--- src/rtl/tbts_pkg.sv ---
// Shared types, codes and constants for the TFTP boot transfer sequencer.
// Used by every module under rtl; depends on nothing.
package tbts_pkg;

    localparam int QUEUE_DEPTH_DEF = 4;
    localparam int RES_SLOTS       = 3;

    localparam logic [11:0] CHUNK_RST   = 12'd512;
    localparam logic [15:0] VER_RST     = 16'd0;
    localparam logic [7:0]  MODE_RST    = 8'd1;
    localparam logic [9:0]  ACKTO_RST   = 10'd500;
    localparam logic [7:0]  RBDELAY_RST = 8'd100;

    localparam logic [2:0] CFG_CHUNK   = 3'd0;
    localparam logic [2:0] CFG_VERSION = 3'd1;
    localparam logic [2:0] CFG_MODE    = 3'd2;
    localparam logic [2:0] CFG_ACKTO   = 3'd3;
    localparam logic [2:0] CFG_RBDELAY = 3'd4;

    localparam logic [1:0] OP_PACKET = 2'd0;
    localparam logic [1:0] OP_POLL   = 2'd1;
    localparam logic [1:0] OP_TICK   = 2'd2;

    localparam logic [15:0] PT_RRQ  = 16'd1;
    localparam logic [15:0] PT_WRQ  = 16'd2;
    localparam logic [15:0] PT_DATA = 16'd3;
    localparam logic [15:0] PT_ACK  = 16'd4;

    localparam logic [1:0] FC_VERSION = 2'd1;
    localparam logic [1:0] FC_MODE    = 2'd2;
    localparam logic [1:0] FC_PROGRAM = 2'd3;

    typedef enum logic [2:0] {
        ACT_FLASH_DATA = 3'd0,
        ACT_VALUE_DATA = 3'd1,
        ACT_ACK        = 3'd2,
        ACT_ERROR      = 3'd3,
        ACT_START      = 3'd4,
        ACT_WRITE      = 3'd5,
        ACT_REBOOT     = 3'd6
    } t_action;

    typedef enum logic [2:0] {
        ERR_UNKNOWN_ID = 3'd0,
        ERR_NOT_FOUND  = 3'd1,
        ERR_ACCESS     = 3'd2,
        ERR_ILLEGAL_OP = 3'd3,
        ERR_DISK_FULL  = 3'd4
    } t_err;

    typedef enum logic [1:0] {
        WM_NONE   = 2'd0,
        WM_MODE   = 2'd1,
        WM_PROG   = 2'd2,
        WM_REBOOT = 2'd3
    } t_wmode;

    typedef enum logic [2:0] {
        K_NONE  = 3'd0,
        K_SHORT = 3'd1,
        K_RRQ   = 3'd2,
        K_WRQ   = 3'd3,
        K_DATA  = 3'd4,
        K_ACK   = 3'd5,
        K_POLL  = 3'd6,
        K_TICK  = 3'd7
    } t_kind;

    typedef struct packed {
        logic [11:0] chunk;
        logic [15:0] version;
        logic [7:0]  mode;
        logic [9:0]  ackto;
        logic [7:0]  rbdelay;
    } t_cfg;

    typedef struct packed {
        t_kind       kind;
        logic [15:0] blk;
        logic [1:0]  fclass;
        logic [11:0] plen;
        logic        fb_zero;
        logic [15:0] okc;
        logic        failed;
        logic [11:0] rlen;
        logic        tx;
    } t_cmd;

    typedef struct packed {
        t_action     action;
        logic [15:0] blk;
        t_err        err;
        logic [11:0] count;
        logic [15:0] value;
    } t_res;

    typedef struct packed {
        t_action     action;
        logic [15:0] blk;
        t_err        err;
        logic [11:0] count;
        logic [26:0] addr;
        logic [15:0] value;
        logic        last;
    } t_out;

endpackage

--- src/rtl/tbts_front.sv ---
// Front end: classifies accepted items into queue commands and drops inert ones.
// Depends on tbts_pkg.
module tbts_front (
    input  logic [1:0]    i_opcode,
    input  logic          i_too_short,
    input  logic [15:0]   i_packet_type,
    input  logic [15:0]   i_block_in,
    input  logic [1:0]    i_file_class,
    input  logic [11:0]   i_payload_len,
    input  logic [7:0]    i_first_byte,
    input  logic [15:0]   i_flash_ok_count,
    input  logic          i_flash_failed,
    input  logic [11:0]   i_read_len,
    input  logic          i_tx_free,
    input  tbts_pkg::t_cfg i_cfg,
    input  logic          i_accept,
    output tbts_pkg::t_cmd o_cmd,
    output logic          o_push
);
    import tbts_pkg::*;

    t_kind kind;

    always_comb begin
        kind = K_NONE;
        case (i_opcode)
            OP_PACKET: begin
                if (i_too_short) begin
                    kind = K_SHORT;
                end else if (i_packet_type == PT_RRQ) begin
                    kind = K_RRQ;
                end else if (i_packet_type == PT_WRQ) begin
                    kind = K_WRQ;
                end else if (i_packet_type == PT_DATA) begin
                    kind = K_DATA;
                end else if (i_packet_type == PT_ACK) begin
                    kind = K_ACK;
                end
            end
            OP_POLL: kind = K_POLL;
            OP_TICK: kind = K_TICK;
            default: kind = K_NONE;
        endcase
    end

    always_comb begin
        o_cmd.kind    = kind;
        o_cmd.blk     = i_block_in;
        o_cmd.fclass  = i_file_class;
        o_cmd.plen    = i_payload_len;
        o_cmd.fb_zero = (i_first_byte == 8'd0);
        o_cmd.okc     = i_flash_ok_count;
        o_cmd.failed  = i_flash_failed;
        o_cmd.rlen    = (i_read_len > i_cfg.chunk) ? i_cfg.chunk : i_read_len;
        o_cmd.tx      = i_tx_free;
    end

    assign o_push = i_accept && (kind != K_NONE);

endmodule

--- src/rtl/tbts_queue.sv ---
// Command queue between the front end and the back end.
// Depends on tbts_pkg.
module tbts_queue #(
    parameter int DEPTH = tbts_pkg::QUEUE_DEPTH_DEF
) (
    input  logic           i_clk,
    input  logic           i_rst_n,
    input  logic           i_push,
    input  tbts_pkg::t_cmd i_cmd,
    input  logic           i_pop,
    output tbts_pkg::t_cmd o_cmd,
    output logic           o_valid,
    output logic           o_full
);
    import tbts_pkg::*;

    localparam int AW = (DEPTH > 1) ? $clog2(DEPTH) : 1;
    localparam int CW = $clog2(DEPTH + 1);

    t_cmd          r_mem [DEPTH];
    logic [AW-1:0] r_wr, r_rd;
    logic [CW-1:0] r_count;

    always_ff @(posedge i_clk) begin
        if (i_push) begin
            r_mem[r_wr] <= i_cmd;
        end
    end

    always_ff @(posedge i_clk) begin
        if (!i_rst_n) begin
            r_wr    <= '0;
            r_rd    <= '0;
            r_count <= '0;
        end else begin
            if (i_push) begin
                r_wr <= (r_wr == AW'(DEPTH - 1)) ? '0 : r_wr + 1'b1;
            end
            if (i_pop) begin
                r_rd <= (r_rd == AW'(DEPTH - 1)) ? '0 : r_rd + 1'b1;
            end
            case ({i_push, i_pop})
                2'b10:   r_count <= r_count + 1'b1;
                2'b01:   r_count <= r_count - 1'b1;
                default: r_count <= r_count;
            endcase
        end
    end

    assign o_cmd   = r_mem[r_rd];
    assign o_valid = (r_count != '0);
    assign o_full  = (r_count == CW'(DEPTH));

`ifndef SYNTHESIS
    a_no_pop_empty: assert property (@(posedge i_clk) disable iff (!i_rst_n)
        i_pop |-> (r_count != '0))
        else $error("queue popped while empty");
`endif

endmodule

--- src/rtl/tbts_back.sv ---
// Back end: executes queued commands on the transfer state, buffers results
// and drains them through the output register. Depends on tbts_pkg.
module tbts_back (
    input  logic           i_clk,
    input  logic           i_rst_n,
    input  tbts_pkg::t_cfg i_cfg,
    input  tbts_pkg::t_cmd i_cmd,
    input  logic           i_cmd_valid,
    output logic           o_pop,
    output tbts_pkg::t_out o_out,
    output logic           o_out_valid,
    input  logic           i_out_ready
);
    import tbts_pkg::*;

    logic        r_read_active;
    logic [15:0] r_read_next, r_read_sent;
    t_wmode      r_wmode;
    logic [15:0] r_wpend, r_wacked, r_wexp;
    logic [9:0]  r_ack_timer;
    logic [7:0]  r_rb_timer;

    logic        n_read_active;
    logic [15:0] n_read_next, n_read_sent;
    t_wmode      n_wmode;
    logic [15:0] n_wpend, n_wacked, n_wexp;
    logic [9:0]  n_ack_timer;
    logic [7:0]  n_rb_timer;

    t_res        r_res [RES_SLOTS];
    logic [1:0]  r_total, r_idx;
    t_res        e_res [RES_SLOTS];
    logic [1:0]  e_n;

    t_out        r_out;
    logic        r_out_valid;
    logic        busy, out_free, load;
    t_res        ld;
    logic [15:0] ld_blk_m1;
    logic [27:0] ld_prod;

    function automatic t_res mk_res(t_action a, logic [15:0] b, t_err e,
                                    logic [11:0] c, logic [15:0] v);
        t_res r;
        r.action = a;
        r.blk    = b;
        r.err    = e;
        r.count  = c;
        r.value  = v;
        return r;
    endfunction

    assign busy     = (r_idx != r_total);
    assign o_pop    = i_cmd_valid && !busy;
    assign out_free = !r_out_valid || i_out_ready;
    assign load     = busy && out_free;

    always_comb begin
        logic [15:0] nx;
        logic        go;
        nx            = r_wexp + 16'd1;
        go            = 1'b0;
        n_read_active = r_read_active;
        n_read_next   = r_read_next;
        n_read_sent   = r_read_sent;
        n_wmode       = r_wmode;
        n_wpend       = r_wpend;
        n_wacked      = r_wacked;
        n_wexp        = r_wexp;
        n_ack_timer   = r_ack_timer;
        n_rb_timer    = r_rb_timer;
        e_n           = 2'd0;
        for (int k = 0; k < RES_SLOTS; k++) begin
            e_res[k] = '0;
        end
        case (i_cmd.kind)
            K_SHORT: begin
                if (i_cmd.tx) begin
                    e_res[e_n] = mk_res(ACT_ERROR, 16'd0, ERR_UNKNOWN_ID, 12'd0, 16'd0);
                    e_n = e_n + 2'd1;
                end
            end
            K_RRQ: begin
                if (i_cmd.fclass == FC_VERSION) begin
                    if (i_cmd.tx) begin
                        e_res[e_n] = mk_res(ACT_VALUE_DATA, 16'd1, ERR_UNKNOWN_ID, 12'd2,
                                            i_cfg.version);
                        e_n = e_n + 2'd1;
                    end
                end else if (i_cmd.fclass == FC_MODE) begin
                    if (i_cmd.tx) begin
                        e_res[e_n] = mk_res(ACT_VALUE_DATA, 16'd1, ERR_UNKNOWN_ID, 12'd1,
                                            {8'd0, i_cfg.mode});
                        e_n = e_n + 2'd1;
                    end
                end else if (i_cmd.fclass == FC_PROGRAM) begin
                    n_read_active = 1'b1;
                    n_read_next   = 16'd1;
                    n_read_sent   = 16'd0;
                end else begin
                    n_read_active = 1'b0;
                    if (i_cmd.tx) begin
                        e_res[e_n] = mk_res(ACT_ERROR, 16'd0, ERR_NOT_FOUND, 12'd0, 16'd0);
                        e_n = e_n + 2'd1;
                    end
                end
            end
            K_WRQ: begin
                if (i_cmd.fclass == FC_VERSION) begin
                    if (i_cmd.tx) begin
                        e_res[e_n] = mk_res(ACT_ERROR, 16'd0, ERR_ACCESS, 12'd0, 16'd0);
                        e_n = e_n + 2'd1;
                    end
                end else if (i_cmd.fclass == FC_MODE) begin
                    n_wmode = WM_MODE;
                    if (i_cmd.tx) begin
                        e_res[e_n] = mk_res(ACT_ACK, 16'd0, ERR_UNKNOWN_ID, 12'd0, 16'd0);
                        e_n = e_n + 2'd1;
                    end
                end else if (i_cmd.fclass == FC_PROGRAM) begin
                    n_wmode  = WM_PROG;
                    n_wpend  = 16'd0;
                    n_wacked = 16'd0;
                    n_wexp   = 16'd0;
                    if (i_cmd.tx) begin
                        e_res[e_n] = mk_res(ACT_ACK, 16'd0, ERR_UNKNOWN_ID, 12'd0, 16'd0);
                        e_n = e_n + 2'd1;
                    end
                    e_res[e_n] = mk_res(ACT_START, 16'd0, ERR_UNKNOWN_ID, 12'd0, 16'd0);
                    e_n = e_n + 2'd1;
                end else begin
                    n_wmode = WM_NONE;
                    if (i_cmd.tx) begin
                        e_res[e_n] = mk_res(ACT_ERROR, 16'd0, ERR_NOT_FOUND, 12'd0, 16'd0);
                        e_n = e_n + 2'd1;
                    end
                end
            end
            K_DATA: begin
                if (r_wmode == WM_PROG) begin
                    if (i_cmd.blk == nx) begin
                        n_wpend     = nx;
                        n_wexp      = nx;
                        n_ack_timer = 10'd0;
                        e_res[e_n] = mk_res(ACT_WRITE, nx, ERR_UNKNOWN_ID, i_cmd.plen, 16'd0);
                        e_n = e_n + 2'd1;
                    end
                end else if (r_wmode == WM_MODE) begin
                    if (i_cmd.blk == 16'd1 && i_cmd.fb_zero) begin
                        n_wmode    = WM_REBOOT;
                        n_rb_timer = 8'd0;
                        if (i_cmd.tx) begin
                            e_res[e_n] = mk_res(ACT_ACK, 16'd1, ERR_UNKNOWN_ID, 12'd0, 16'd0);
                            e_n = e_n + 2'd1;
                        end
                    end
                end else begin
                    n_wpend  = 16'd0;
                    n_wacked = 16'd0;
                    if (i_cmd.tx) begin
                        e_res[e_n] = mk_res(ACT_ERROR, 16'd0, ERR_ILLEGAL_OP, 12'd0, 16'd0);
                        e_n = e_n + 2'd1;
                    end
                end
            end
            K_ACK: begin
                if (i_cmd.blk == r_read_sent && r_read_next != 16'd0) begin
                    n_read_next = r_read_next + 16'd1;
                end else begin
                    n_read_next = 16'd0;
                    n_read_sent = 16'd0;
                end
            end
            K_POLL: begin
                if (r_read_next > r_read_sent) begin
                    if (r_read_active) begin
                        if (i_cmd.tx) begin
                            e_res[e_n] = mk_res(ACT_FLASH_DATA, r_read_next, ERR_UNKNOWN_ID,
                                                i_cmd.rlen, 16'd0);
                            e_n = e_n + 2'd1;
                            n_read_sent = r_read_next;
                            if (i_cmd.rlen < i_cfg.chunk) begin
                                n_read_next = 16'd0;
                            end
                        end
                    end else begin
                        n_read_next = 16'd0;
                        if (i_cmd.tx) begin
                            e_res[e_n] = mk_res(ACT_ERROR, 16'd0, ERR_ILLEGAL_OP, 12'd0, 16'd0);
                            e_n = e_n + 2'd1;
                        end
                    end
                end
                if (r_wpend > r_wacked) begin
                    if (r_wmode == WM_PROG) begin
                        go = (i_cmd.okc > r_wacked);
                        if (!go && r_ack_timer >= i_cfg.ackto) begin
                            go          = 1'b1;
                            n_ack_timer = 10'd0;
                        end
                        if (go) begin
                            n_wacked = r_wacked + 16'd1;
                            if (i_cmd.tx) begin
                                e_res[e_n] = mk_res(ACT_ACK, r_wacked + 16'd1, ERR_UNKNOWN_ID,
                                                    12'd0, 16'd0);
                                e_n = e_n + 2'd1;
                            end
                        end else if (i_cmd.failed) begin
                            n_wpend = 16'd0;
                            if (i_cmd.tx) begin
                                e_res[e_n] = mk_res(ACT_ERROR, 16'd0, ERR_DISK_FULL, 12'd0,
                                                    16'd0);
                                e_n = e_n + 2'd1;
                            end
                        end
                    end else begin
                        n_wpend = 16'd0;
                        if (i_cmd.tx) begin
                            e_res[e_n] = mk_res(ACT_ERROR, 16'd0, ERR_ILLEGAL_OP, 12'd0, 16'd0);
                            e_n = e_n + 2'd1;
                        end
                    end
                end
                if (r_wmode == WM_REBOOT && r_rb_timer >= i_cfg.rbdelay) begin
                    e_res[e_n] = mk_res(ACT_REBOOT, 16'd0, ERR_UNKNOWN_ID, 12'd0, 16'd0);
                    e_n = e_n + 2'd1;
                end
            end
            K_TICK: begin
                if (r_ack_timer != '1) begin
                    n_ack_timer = r_ack_timer + 10'd1;
                end
                if (r_rb_timer != '1) begin
                    n_rb_timer = r_rb_timer + 8'd1;
                end
            end
            default: begin
                n_wmode = r_wmode;
            end
        endcase
    end

    always_ff @(posedge i_clk) begin
        if (!i_rst_n) begin
            r_read_active <= 1'b0;
            r_read_next   <= '0;
            r_read_sent   <= '0;
            r_wmode       <= WM_NONE;
            r_wpend       <= '0;
            r_wacked      <= '0;
            r_wexp        <= '0;
            r_ack_timer   <= '0;
            r_rb_timer    <= '0;
        end else if (o_pop) begin
            r_read_active <= n_read_active;
            r_read_next   <= n_read_next;
            r_read_sent   <= n_read_sent;
            r_wmode       <= n_wmode;
            r_wpend       <= n_wpend;
            r_wacked      <= n_wacked;
            r_wexp        <= n_wexp;
            r_ack_timer   <= n_ack_timer;
            r_rb_timer    <= n_rb_timer;
        end
    end

    always_ff @(posedge i_clk) begin
        if (o_pop) begin
            r_res <= e_res;
        end
    end

    always_ff @(posedge i_clk) begin
        if (!i_rst_n) begin
            r_total <= '0;
            r_idx   <= '0;
        end else if (o_pop) begin
            r_total <= e_n;
            r_idx   <= '0;
        end else if (load) begin
            if (r_idx + 2'd1 == r_total) begin
                r_total <= '0;
                r_idx   <= '0;
            end else begin
                r_idx <= r_idx + 2'd1;
            end
        end
    end

    assign ld        = r_res[r_idx];
    assign ld_blk_m1 = ld.blk - 16'd1;
    assign ld_prod   = ld_blk_m1 * i_cfg.chunk;

    always_ff @(posedge i_clk) begin
        if (load) begin
            r_out.action <= ld.action;
            r_out.blk    <= ld.blk;
            r_out.err    <= ld.err;
            r_out.count  <= ld.count;
            r_out.value  <= ld.value;
            r_out.last   <= (r_idx + 2'd1 == r_total);
            r_out.addr   <= (ld.action == ACT_FLASH_DATA || ld.action == ACT_WRITE)
                            ? ld_prod[26:0] : 27'd0;
        end
    end

    always_ff @(posedge i_clk) begin
        if (!i_rst_n) begin
            r_out_valid <= 1'b0;
        end else if (out_free) begin
            r_out_valid <= load;
        end
    end

    assign o_out       = r_out;
    assign o_out_valid = r_out_valid;

`ifndef SYNTHESIS
    a_burst_contiguous: assert property (@(posedge i_clk) disable iff (!i_rst_n)
        (r_out_valid && i_out_ready && !r_out.last) |=> r_out_valid)
        else $error("result burst broken before its last transfer");

    a_addr_only_flash: assert property (@(posedge i_clk) disable iff (!i_rst_n)
        (r_out_valid && r_out.action != ACT_FLASH_DATA && r_out.action != ACT_WRITE)
        |-> (r_out.addr == 27'd0))
        else $error("flash address on a non-flash result");
`endif

endmodule

--- src/rtl/tftp_boot_transfer_sequencer_top.sv ---
// TFTP boot transfer sequencer: config registers, front end, command queue, back end.
// Results pass through the queue, the back end's result buffer and the output register. The back
// end executes one item, then loads its results into the output register one at a time, and
// pops the next item only once all of them are loaded; inert items leave no queue entry.
// Reset is synchronous, active low: it clears queue, transfer state, output valid and loads
// the configuration reset values. Depends on tbts_pkg and the tbts_* modules.
module tftp_boot_transfer_sequencer_top #(
    parameter int QUEUE_DEPTH = tbts_pkg::QUEUE_DEPTH_DEF
) (
    input  logic        i_clk,
    input  logic        i_rst_n,
    input  logic        i_in_valid,
    output logic        o_in_ready,
    input  logic [1:0]  i_opcode,
    input  logic        i_too_short,
    input  logic [15:0] i_packet_type,
    input  logic [15:0] i_block_in,
    input  logic [1:0]  i_file_class,
    input  logic [11:0] i_payload_len,
    input  logic [7:0]  i_first_byte,
    input  logic [15:0] i_flash_ok_count,
    input  logic        i_flash_failed,
    input  logic [11:0] i_read_len,
    input  logic        i_tx_free,
    output logic        o_out_valid,
    input  logic        i_out_ready,
    output logic [2:0]  o_action,
    output logic [15:0] o_block_out,
    output logic [2:0]  o_error_code,
    output logic [11:0] o_byte_count,
    output logic [26:0] o_flash_address,
    output logic [15:0] o_value_out,
    output logic        o_last,
    input  logic        i_cfg_valid,
    output logic        o_cfg_ready,
    input  logic [2:0]  i_cfg_index,
    input  logic [15:0] i_cfg_data
);
    import tbts_pkg::*;

    t_cfg r_cfg;
    t_cmd front_cmd, queue_cmd;
    t_out back_out;
    logic front_push, queue_valid, queue_full, back_pop;

    assign o_cfg_ready = 1'b1;

    always_ff @(posedge i_clk) begin
        if (!i_rst_n) begin
            r_cfg.chunk   <= CHUNK_RST;
            r_cfg.version <= VER_RST;
            r_cfg.mode    <= MODE_RST;
            r_cfg.ackto   <= ACKTO_RST;
            r_cfg.rbdelay <= RBDELAY_RST;
        end else if (i_cfg_valid && o_cfg_ready) begin
            case (i_cfg_index)
                CFG_CHUNK:   r_cfg.chunk   <= i_cfg_data[11:0];
                CFG_VERSION: r_cfg.version <= i_cfg_data;
                CFG_MODE:    r_cfg.mode    <= i_cfg_data[7:0];
                CFG_ACKTO:   r_cfg.ackto   <= i_cfg_data[9:0];
                CFG_RBDELAY: r_cfg.rbdelay <= i_cfg_data[7:0];
                default:     r_cfg         <= r_cfg;
            endcase
        end
    end

    assign o_in_ready = !queue_full;

    tbts_front u_front (
        .i_opcode         (i_opcode),
        .i_too_short      (i_too_short),
        .i_packet_type    (i_packet_type),
        .i_block_in       (i_block_in),
        .i_file_class     (i_file_class),
        .i_payload_len    (i_payload_len),
        .i_first_byte     (i_first_byte),
        .i_flash_ok_count (i_flash_ok_count),
        .i_flash_failed   (i_flash_failed),
        .i_read_len       (i_read_len),
        .i_tx_free        (i_tx_free),
        .i_cfg            (r_cfg),
        .i_accept         (i_in_valid && o_in_ready),
        .o_cmd            (front_cmd),
        .o_push           (front_push)
    );

    tbts_queue #(
        .DEPTH (QUEUE_DEPTH)
    ) u_queue (
        .i_clk   (i_clk),
        .i_rst_n (i_rst_n),
        .i_push  (front_push),
        .i_cmd   (front_cmd),
        .i_pop   (back_pop),
        .o_cmd   (queue_cmd),
        .o_valid (queue_valid),
        .o_full  (queue_full)
    );

    tbts_back u_back (
        .i_clk       (i_clk),
        .i_rst_n     (i_rst_n),
        .i_cfg       (r_cfg),
        .i_cmd       (queue_cmd),
        .i_cmd_valid (queue_valid),
        .o_pop       (back_pop),
        .o_out       (back_out),
        .o_out_valid (o_out_valid),
        .i_out_ready (i_out_ready)
    );

    assign o_action        = back_out.action;
    assign o_block_out     = back_out.blk;
    assign o_error_code    = back_out.err;
    assign o_byte_count    = back_out.count;
    assign o_flash_address = back_out.addr;
    assign o_value_out     = back_out.value;
    assign o_last          = back_out.last;

endmodule

--- config.mk ---
export PLATFORM = sky130hd
export DESIGN_NAME = tftp_boot_transfer_sequencer_top
export DESIGN_NICKNAME = d
export VERILOG_FILES = /design/src/rtl/tbts_pkg.sv /design/src/rtl/tbts_front.sv /design/src/rtl/tbts_queue.sv /design/src/rtl/tbts_back.sv /design/src/rtl/tftp_boot_transfer_sequencer_top.sv
export SDC_FILE = /design/constraint.sdc
export NUM_CORES = 1
export LEC_CHECK = 0
export ABC_AREA = 1
export BUFFER_PORTS_ARGS = -buffer_cell sky130_fd_sc_hd__buf_2
export CAP_MARGIN = 20
export CORE_UTILIZATION = 50
export DETAILED_ROUTE_END_ITERATION = 8
export GPL_ROUTABILITY_DRIVEN = 0
export GPL_TIMING_DRIVEN = 0
export PLACE_DENSITY = 0.66
export SLEW_MARGIN = 5
export SYNTH_ARGS = -nofsm -noshare
export SYNTH_HDL_FRONTEND = slang
export SYNTH_HIERARCHICAL = 1
export SYNTH_SLANG_ARGS = --single-unit
--- constraint.sdc ---
create_clock -name i_clk -period 7.2 [get_ports i_clk]
set_input_delay 1.08 -clock i_clk [delete_from_list [all_inputs] [get_ports i_clk]]
set_output_delay 1.08 -clock i_clk [all_outputs]
set_load 0.005 [all_outputs]
==> flow_summary.yaml <==
critical_path:
  crit_arrival_ns: 7.23
  crit_type: "register to register"
  required_ns: 7.60
  crit_path_start_kind: "register"
  critical_path.max_fanout: 10
  critPathMaxStageDelay_ns: 0.54
  cpMaxStageDelayCell: "fa_1"
  end_kind: "register"
drt:
  routed_wl_um: 92200
  viasPerCell: 5.37
  routedWlPerCell_um: 18.3
  ant_nets: 0
  drt_iter0_drc: 2285
  dr.pass1.iters: 8
  drc: 0
  num_vias: 27100
clock_network:
  cts.sinks: 575
  clkLatencyLatePin_ns: 0.65
  clockBufferDepth: 3
  holdBufCountCts: 0
  clk_pin_slew_ns: 0.06
  h-tree-depth: 2
  ctsRootBufferMaster: "clkbuf_16"
  cts-buffers-inserted: 60
  cts_tree: "done"
pwr:
  p_leak_nw: 16.2
  finalPower_mw: 14.6
  power_density_nw_per_um2: 379
  ir_drop_uv: 225
cells_and_area:
  fin_cells: 5041
  final_core_util_pct: 57.1
  syn_to_final_growth_pct: 12.1
  mostFrequentLayoutCells: "696 x nand2_1, 594 x nor2_1, 504 x inv_1, 406 x edfxtp_1, 185 x nand3_1"
  drive_above_1_share_pct: 11.3
  final_common_cell: "nand2_1"
  antennaDiodeCount: 0
  multi_input_area_um2: 15800
  fill_cells: 6063
  nNetsFinal: 4544
  regArea_um2: 15600
  postLayoutCellArea_um2: 38600
synthesis:
  syn_area_um2: 34500
  synth.avg_cell_area_um2: 8.83
  async_reset_ff_share_pct: 0
  synth_cell_type_count: 61
  synth_cells: 3903
  synth_seq_cells: 575
  ys_seq_area_share_pct: 45.2
  synth_edf_count: 406
  yosys_warnings: 6
  synthFlopType: "edfxtp_1"
  syn_nets: 4330
sta:
  finalClockSkew_ns: 0.0300
  tightest_slew_ns: 0.887
  report.final.slew_viol_count: 0
  fmax_mhz: 146
  fin_crit_ns: 6.83
  relSlewSlack_pct: 40.9
  finalHoldViolCount: 0
  final_critical_path_setup_slack_ns: 0.368
  rsz0062_at_grt: "false"
  post-route-period-util_pct: 94.9
  finalSetupViolations: 0
floorplanning:
  num_rows: 95
  core_um2: 67600
  die_w_um: 265
  start_util_pct: 51.0
  dieArea_um2: 70000
  die_y_um: 265
  io_pins: 192
global_route:
  globalRouteTotalUtil_pct: 26.2
  gr-total-overflow: 0
  grt_pass1_vias: 25600
  grt_pass1_wl_um: 142000
  grt_max_degree: 45
  antenna_found_initial: 1
min_path:
  min_path_type: "register to register"
placement:
  dp_hpwl_um: 70000
  io_buffers: 142
  dp_cells: 4927
  pre_cts_ws_ns: -0.177
  placed_area_um2: 36500
flow_run:
  maxCapViolations: 0
run_status:
  status: "finished clean"
-- critical path, delay by kind of cell, from the launching register on --
family	cells	cell delay, ns
AOI/OAI and AO/OA	1	0.16
adders and majority gates	7	3.11
buffers and inverters	9	0.94
DFF	1	0.30
and+or+nand+nor	17	2.09
-- repair_timing --
item / 4_1_cts / 5_1_grt
endpoints found under the hold margin: 0 / 0
buffers inserted: 1 / 0
gates resized for setup: 2 / 29
setup endpoints to repair: 2 / 7
pin swaps: 1 / 4
-- stage by stage --
stage | TNS [ns] | hold WS [ns]
2_1_floorplan | 0 | 0.429
3_3_place_gp | -1.23 | 0.440
3_5_place_dp | -0.303 | 0.447
4_1_cts | 0 | 0.464
5_1_grt | 0 | 0.485
6_report | 0 | 0.463
-- worst paths after layout --
check                  start  depth (start not counted)  slack (ns)          endpoint
max          u_back/r_idx[1]                         34        0.37  u_back/o_out[43]
max reg2reg  u_back/r_idx[1]                         34        0.37  u_back/o_out[43]
min reg2reg        r_cfg[13]                          2        0.46         r_cfg[13]
min                r_cfg[13]                          2        0.46         r_cfg[13]
-- cell families after synthesis --
kind of cell,share of synthesized area (%)
adder cells (fa/ha/maj),14.5
AND/OR/NAND/NOR,20.3
flip-flops,45.2
AO/OA/AOI/OAI,9.39
other,0.0109
XOR/XNOR,1.45
buffers and inverters,9.16
-- synth_stat cells (17+ instances only) --
library cell	instances	area, um2
nand2_1	700	2630
buf_2	25	125
buf_4	63	473
nand4_1	53	332
o21ai_0	178	891
xor2_1	41	359
buf_6	22	248
clkbuf_1	65	244
inv_2	17	63.8
nor3_1	45	225
ha_1	176	2200
edfxtp_1	406	12200
dfxtp_1	169	3380
inv_1	514	1930
a21oi_1	180	901
nand3_1	186	931
nor2_1	595	2230
o22ai_1	66	413
fa_1	140	2800
o21ai_1	67	335
-- per-layer routing --
layer | global-route usage, % | vias up | routed length [um]
met2 | 42.0 | 965 | 42100
met3 | 4.10 | 174 | 6680
met5 | 0 | - | 0
met1 | 35.7 | 12700 | 40000
li1 | - | 13200 | -
met4 | 10.0 | 0 | 3400
-- power breakdown --
group / total (mW) / internal (mW) / switching (mW)
clock network: 3.21 / 1.89 / 1.31
registers: 4.68 / 4.42 / 0.259
logic: 6.76 / 2.12 / 4.64
-- cell type report --
class	count	area share, %
multi-input cells	2606	40.9
flip-flops and latches	575	40.3
inverters	540	5.32
clock buffers	76	4.04
plain buffers	182	2.91
well taps	873	2.83
repair buffers	152	2.42
clock inverters	37	1.22
-- flip-flops by register name, indices dropped and copies added (netlist names), 3 cells and up, named ones only --
register            flops
u_back/r_wpend         16
u_queue/r_count         3
u_back/r_read_next     16
u_back/r_res           72
u_back/r_rb_timer       8
u_queue/r_mem         256
r_cfg                  54
u_back/o_out           78
u_back/r_read_sent     16
u_back/r_wacked        16
u_back/r_ack_timer     10
u_back/r_wexp          16
No activity file was read; power rests on OpenSTA's default activity.
